[src/psm_pkg.sv]
// Shared types and constants for the Potts Metropolis site update block.
// Depends on nothing; every other file imports it.
package psm_pkg;

    localparam int COORD_FIELD_W = 6;
    localparam int SPIN_W        = 2;
    localparam int DRAW_W        = 16;
    localparam int CHANGE_W      = 4;
    localparam int THR_W         = 16;
    localparam int THR_COUNT     = 4;
    localparam int CFG_INDEX_W   = 2;
    localparam int NEIGHBOURS    = 4;
    localparam int SLOT_COUNT    = 5;
    localparam int CNT_W         = 3;
    localparam int QUEUE_DEPTH   = 2;
    localparam int QPTR_W        = 1;

    localparam logic [CFG_INDEX_W-1:0] CFG_THR_ONE   = 2'd0;
    localparam logic [CFG_INDEX_W-1:0] CFG_THR_TWO   = 2'd1;
    localparam logic [CFG_INDEX_W-1:0] CFG_THR_THREE = 2'd2;
    localparam logic [CFG_INDEX_W-1:0] CFG_THR_FOUR  = 2'd3;

    localparam logic [THR_W-1:0] THR_ONE_RESET   = 16'd20218;
    localparam logic [THR_W-1:0] THR_TWO_RESET   = 16'd6231;
    localparam logic [THR_W-1:0] THR_THREE_RESET = 16'd1922;
    localparam logic [THR_W-1:0] THR_FOUR_RESET  = 16'd593;

    localparam logic OP_UPDATE = 1'b0;
    localparam logic OP_READ   = 1'b1;

    localparam logic [CNT_W-1:0] SLOT_XP     = 3'd0;
    localparam logic [CNT_W-1:0] SLOT_XM     = 3'd1;
    localparam logic [CNT_W-1:0] SLOT_YP     = 3'd2;
    localparam logic [CNT_W-1:0] SLOT_YM     = 3'd3;
    localparam logic [CNT_W-1:0] SLOT_CENTER = 3'd4;
    localparam logic [CNT_W-1:0] READ_LAST   = 3'd5;

    localparam logic signed [CHANGE_W-1:0] CHANGE_ONE   = 4'sd1;
    localparam logic signed [CHANGE_W-1:0] CHANGE_TWO   = 4'sd2;
    localparam logic signed [CHANGE_W-1:0] CHANGE_THREE = 4'sd3;
    localparam logic signed [CHANGE_W-1:0] CHANGE_FOUR  = 4'sd4;

    typedef enum logic [2:0] {
        S_CLEAR,
        S_IDLE,
        S_READ,
        S_DECIDE
    } t_back_state;

    typedef struct packed {
        logic full;
        logic empty;
    } t_q_status;

    typedef logic [THR_COUNT-1:0][THR_W-1:0] t_thresholds;

endpackage

[src/psm_queue.sv]
// Short job queue between the front end and the lattice engine.
// Depends on psm_pkg.
module psm_queue import psm_pkg::*; #(
    parameter int WIDTH = 36
) (
    input  logic             i_clk,
    input  logic             i_rst_n,
    input  logic             i_push,
    input  logic [WIDTH-1:0] i_data,
    input  logic             i_pop,
    output logic [WIDTH-1:0] o_data,
    output t_q_status        o_status
);

    logic [WIDTH-1:0]  r_data [QUEUE_DEPTH];
    logic [QPTR_W-1:0] r_wr_ptr;
    logic [QPTR_W-1:0] r_rd_ptr;
    logic [QPTR_W:0]   r_count;
    logic              do_push;
    logic              do_pop;

    assign o_status.full  = (r_count == (QPTR_W+1)'(QUEUE_DEPTH));
    assign o_status.empty = (r_count == '0);
    assign do_push        = i_push && !o_status.full;
    assign do_pop         = i_pop && !o_status.empty;
    assign o_data         = r_data[r_rd_ptr];

    always_ff @(posedge i_clk) begin
        if (do_push) begin
            r_data[r_wr_ptr] <= i_data;
        end
    end

    always_ff @(posedge i_clk) begin
        if (!i_rst_n) begin
            r_wr_ptr <= '0;
            r_rd_ptr <= '0;
            r_count  <= '0;
        end else begin
            if (do_push) begin
                r_wr_ptr <= r_wr_ptr + 1'b1;
            end
            if (do_pop) begin
                r_rd_ptr <= r_rd_ptr + 1'b1;
            end
            r_count <= r_count + (QPTR_W+1)'(do_push) - (QPTR_W+1)'(do_pop);
        end
    end

endmodule

[config.mk]
export PLATFORM = sky130hd
export DESIGN_NAME = psm_queue
export DESIGN_NICKNAME = d
export VERILOG_FILES = /design/src/psm_pkg.sv /design/src/psm_queue.sv
export SDC_FILE = /design/constraint.sdc
export NUM_CORES = 1
export LEC_CHECK = 0
export ABC_AREA = 0
export ABC_CLOCK_PERIOD_IN_PS = 3200
export BUFFER_PORTS_ARGS = -buffer_cell sky130_fd_sc_hd__buf_2
export CORE_AREA = 10 10 89 91
export DETAILED_ROUTE_END_ITERATION = 8
export DIE_AREA = 0 0 99 101
export GPL_TIMING_DRIVEN = 0
export PLACE_DENSITY_LB_ADDON = 0.15
export SLEW_MARGIN = 5
export SYNTH_ARGS = -nofsm -noshare
export SYNTH_HDL_FRONTEND = slang
export SYNTH_SLANG_ARGS = --single-unit
export TNS_END_PERCENT = 10
[constraint.sdc]
create_clock -name i_clk -period 3.2 [get_ports i_clk]
set_clock_uncertainty 0.2 [all_clocks]
set_input_delay 0.64 -clock i_clk [delete_from_list [all_inputs] [get_ports i_clk]]
set_output_delay 0.64 -clock i_clk [all_outputs]
set_load 0.03 [all_outputs]
# Word-level counts from Yosys, hierarchy flattened
# Memories as Yosys holds them, arrays and structs flattened. A register that Yosys moved wholly into a read port is not among the register bits.
# Cells that the tools add are included.
totals:
  input_bits: 40
  ram_bits: 72
  out_inout_bits: 38
  memories: 1
  register_bits: 4
  elab_cells: 18
memory_table:
  columns: ["memory", "depth", "width", "rd", "rd_clocked_by_memory_dff", "wr", "line", "rtl"]
  rows:
  - ["r_data", 2, 36, 1, 1, 1, "psm_queue.sv:15", "logic [WIDTH-1:0] r_data [QUEUE_DEPTH];"]
op_classes:
  eq_ne: 1
  n_addsub: 4
  mux: 4
  n_reduce_logical: 5
op_table:
  columns: ["op", "n"]
  rows:
  - ["2-to-1 mux 1 bit", 4]
  - ["adder 1 bit, second input constant", 2]
  - ["adder 2 x 1 -> 2 bit", 1]
  - ["equality test 2 bit, second input constant", 1]
  - ["logical AND 1 bit", 2]
  - ["logical NOT 1 bit", 2]
  - ["logical NOT 2 bit", 1]
  - ["subtractor 2 x 1 -> 2 bit", 1]

# Depth between registers and ports, before layout
logic_depth:
  ltp_word: 5
  ltp_mapped: 8
  mapped_depth_nobuf: 8

# Least setup slack after synthesis
# No wires, ideal clock.
synth_timing:
  path_kind: "input port to flip-flop"
  startpoint: "in i_push"
  endpoint: "mem r_data[0][0], enable pin"
  t_arrival_ns: 2.254
  required_ns: 2.571
  stages: 2
  setup_slack_ns: 0.317
  n_path_buf: 0
  cell_sequence: "nand2_1 -> nor2_1"
synth_between:
  elab_chain_len: 3
synth_rtl:
  columns: ["element", "line", "rtl"]
  rows:
  - ["start, declared", "psm_queue.sv:8", "input logic i_push,"]
  - ["logical AND 1 bit", "psm_queue.sv:24", "assign do_push = i_push && !o_status.full;"]
  - ["2-to-1 mux 1 bit", "psm_queue.sv:29", "if (do_push) begin"]
  - ["2-to-1 mux 1 bit (implied by the code)", "psm_queue.sv:30", "r_data[r_wr_ptr] <= i_data;"]
  - ["end, declared", "psm_queue.sv:15", null]
# No other way between the ends.

==> impl_metrics.json <==
{
  "drt-total-wl_um": 5060,
  "peakVddDrop_uv": 473,
  "vias": 1486,
  "fmax_mhz": 432,
  "clk_latency_ns": 0.33,
  "antenna_found_initial": 0,
  "r2r-start": "r_count[0]",
  "crit-reg2reg-capture": "r_count[1]",
  "tns_ns": 0,
  "final_cell_area_sq_um": 3650,
  "hp-class": "in2reg",
  "initial_core_util_pct": 48.1,
  "finalSetupViolCount": 0,
  "slew_violations": 0,
  "crit_path_end": "o_data[6]",
  "ys_ff_latch": 77,
  "rows": 29,
  "grt_max_degree": 37,
  "postCtsHoldBufs": 0,
  "p_leak_nw": 1.46,
  "critPathArrivalTime_ns": 1.47,
  "crit_type": "reg2out",
  "max_cap_viol_count": 0,
  "tritoncts": "built",
  "drt.antenna.violating_nets": 0,
  "grt_util_all_layers_pct": 10.2,
  "die_width_um": 99,
  "drt_first_pass_iters": 4,
  "critPathLaunchType": "register",
  "power_density_nw_per_um2": 859,
  "io_pins": 78,
  "drive_gt1_share_pct": 56.0,
  "syn-num-nets": 181,
  "status": "complete, no violations",
  "post_drt_wl_per_cell_um": 16.4,
  "cp-end-kind": "output pin",
  "seq_area_sq_um": 2260,
  "grt-ovfl-total": 0,
  "htreeDepth": 3,
  "nFillCells": 494,
  "cts_setup_buffers": 0,
  "synth_cell_types": 18,
  "cp.required_ns": 2.36,
  "multiInputGateArea_sq_um": 649,
  "tightest_slew_ns": 0.836,
  "grt_setup_unrepaired": "no",
  "worst-path-max-fanout": 10,
  "cts-root-buf": "clkbuf_8",
  "drcViolationCount": 0,
  "die_area_sq_um": 10000,
  "syn_avg_cell_area_sq_um": 21.5,
  "slew_headroom_pct": 44.3,
  "path_clk_slew_ns": 0.07,
  "period_share_pct": 72.3,
  "vias_per_cell": 4.81,
  "gp_congestion": 0.729,
  "ys_seq_area_share_pct": 75.8,
  "finalHoldViolations": 0,
  "coreArea_sq_um": 6200,
  "postSynthCellCount": 139,
  "yosysWarnings": 0,
  "die_h_um": 101,
  "r2r_setup_slack_ns": 1.29,
  "port-buffer-count": 77,
  "antenna_cells": 0,
  "cts_resized": 0,
  "grt_pass1_vias": 1617,
  "place_hpwl_um": 3750,
  "numCtsBuffers": 9,
  "nNetsFinal": 270,
  "grt_pass1_wl_um": 7810,
  "place_area_sq_um": 3500,
  "cts.sink_count": 77,
  "area_growth_pct": 22.3,
  "worstRegToRegCells": 8,
  "synthesis.area_sq_um": 2990,
  "period_needed_ns": 2.31,
  "cts_buffer_depth": 2,
  "drt_iter0_markers": 34
}
[worst max-delay path, cell delays in order, from the launching register on]
cell	delay (ns)
dfxtp_1	0.33
buf_6	0.17
buf_12	0.16
mux2_4	0.30
buf_2	0.18
[metal layers]
metal	wire length, um	track usage [%]	vias to the layer above
met5	0	0	-
met2	2760	18.5	53
met1	1800	9.32	712
li1	-	-	711
met4	91	4.96	0
met3	407	4.73	10
[power breakdown]
part,switching [mW],total (mW),internal [mW]
logic,0.713,1.22,0.509
registers,0.0523,1.35,1.30
clock network,0.294,0.562,0.268
total,1.06,3.14,2.08
[how the worst min path moves through the flow]
stage	from	to	slack [ns]	cells after the start
6_report	i_data[18]	r_data[0][18]	0.29	1
5_1_grt	i_data[18]	r_data[1][18]	0.28	1
4_1_cts	i_data[21]	r_data[1][21]	0.28	1
3_5_place_dp	r_rd_ptr	register	0.32	2
3_3_place_gp	r_wr_ptr	r_wr_ptr	0.27	2
2_1_floorplan	r_wr_ptr	r_wr_ptr	0.25	2
[per-stage QoR]
| step | power, mW | util, % | hold WS [ns] | cells | setup WS, ns |
|---|---|---|---|---|---|
| after detailed placement | 2.63 | 56.5 | 0.315 | 294 | 1.10 |
| after global routing | 3.30 | 58.8 | 0.275 | 309 | 0.820 |
| after floorplan | 2.30 | - | 0.255 | 139 | 0.317 |
| after global placement | 2.57 | 55.9 | 0.267 | 293 | -0.503 |
| after CTS | 3.19 | 58.8 | 0.282 | 309 | 0.859 |
| final | 3.14 | 58.8 | 0.293 | 309 | 0.886 |
[state kept, by name (all words and copies together) (netlist names), named ones only]
register  count
r_data       72
r_rd_ptr      1
r_count       2
r_wr_ptr      1
[cells in the mapped netlist]
cell type	count	area share (%)
mux2i_1	1	0.34
ha_1	2	0.84
nand2b_1	2	0.42
buf_6	1	0.38
nor3_1	1	0.17
and3_1	1	0.21
and2_1	2	0.42
dfxtp_1	5	3.4
inv_1	3	0.38
nor2_1	5	0.63
edfxtp_1	72	72
mux2_2	6	2.3
mux2_4	30	15
nand2_1	2	0.25
xor2_1	1	0.29
buf_12	3	2.0
xnor2_1	1	0.29
o21a_1	1	0.25
[placed cells by master (no fill, tap or decap)]
cell and count:
buf_2 77, edfxtp_1 72, mux2_4 30, clkbuf_8 9, mux2_2 6, dfxtp_1 5
nor2_1 4, buf_12 3, inv_1 3, clkinv_1 3, nand2b_1 2, nand2_1 2
and2_1 2, ha_1 2, clkbuf_1 2, o21a_1 1, buf_6 1, nor2_4 1
xnor2_1 1, and3_2 1, mux2i_1 1, xor2_1 1, nor3_1 1, clkinv_2 1
buf_16 1
[kinds of logic after synthesis]
group / count (synthesis) / share of synthesized area [%]
simple gates: 13 / 2.10
flops: 77 / 75.8
fa+ha+maj: 2 / 0.838
xor+xnor: 2 / 0.587
mux: 37 / 17.7
compound gates: 1 / 0.252
buf+inv: 7 / 2.77
[area by class of cell]
type,count,area share (%)
repair buffers,78,11.3
plain buffers,4,1.95
multi-input cells,55,17.8
flip-flops and latches,77,62.0
clock inverters,4,0.446
clock buffers,11,3.60
inverters,3,0.308
well taps,77,2.64
Power figures use the tool's default switching activity.
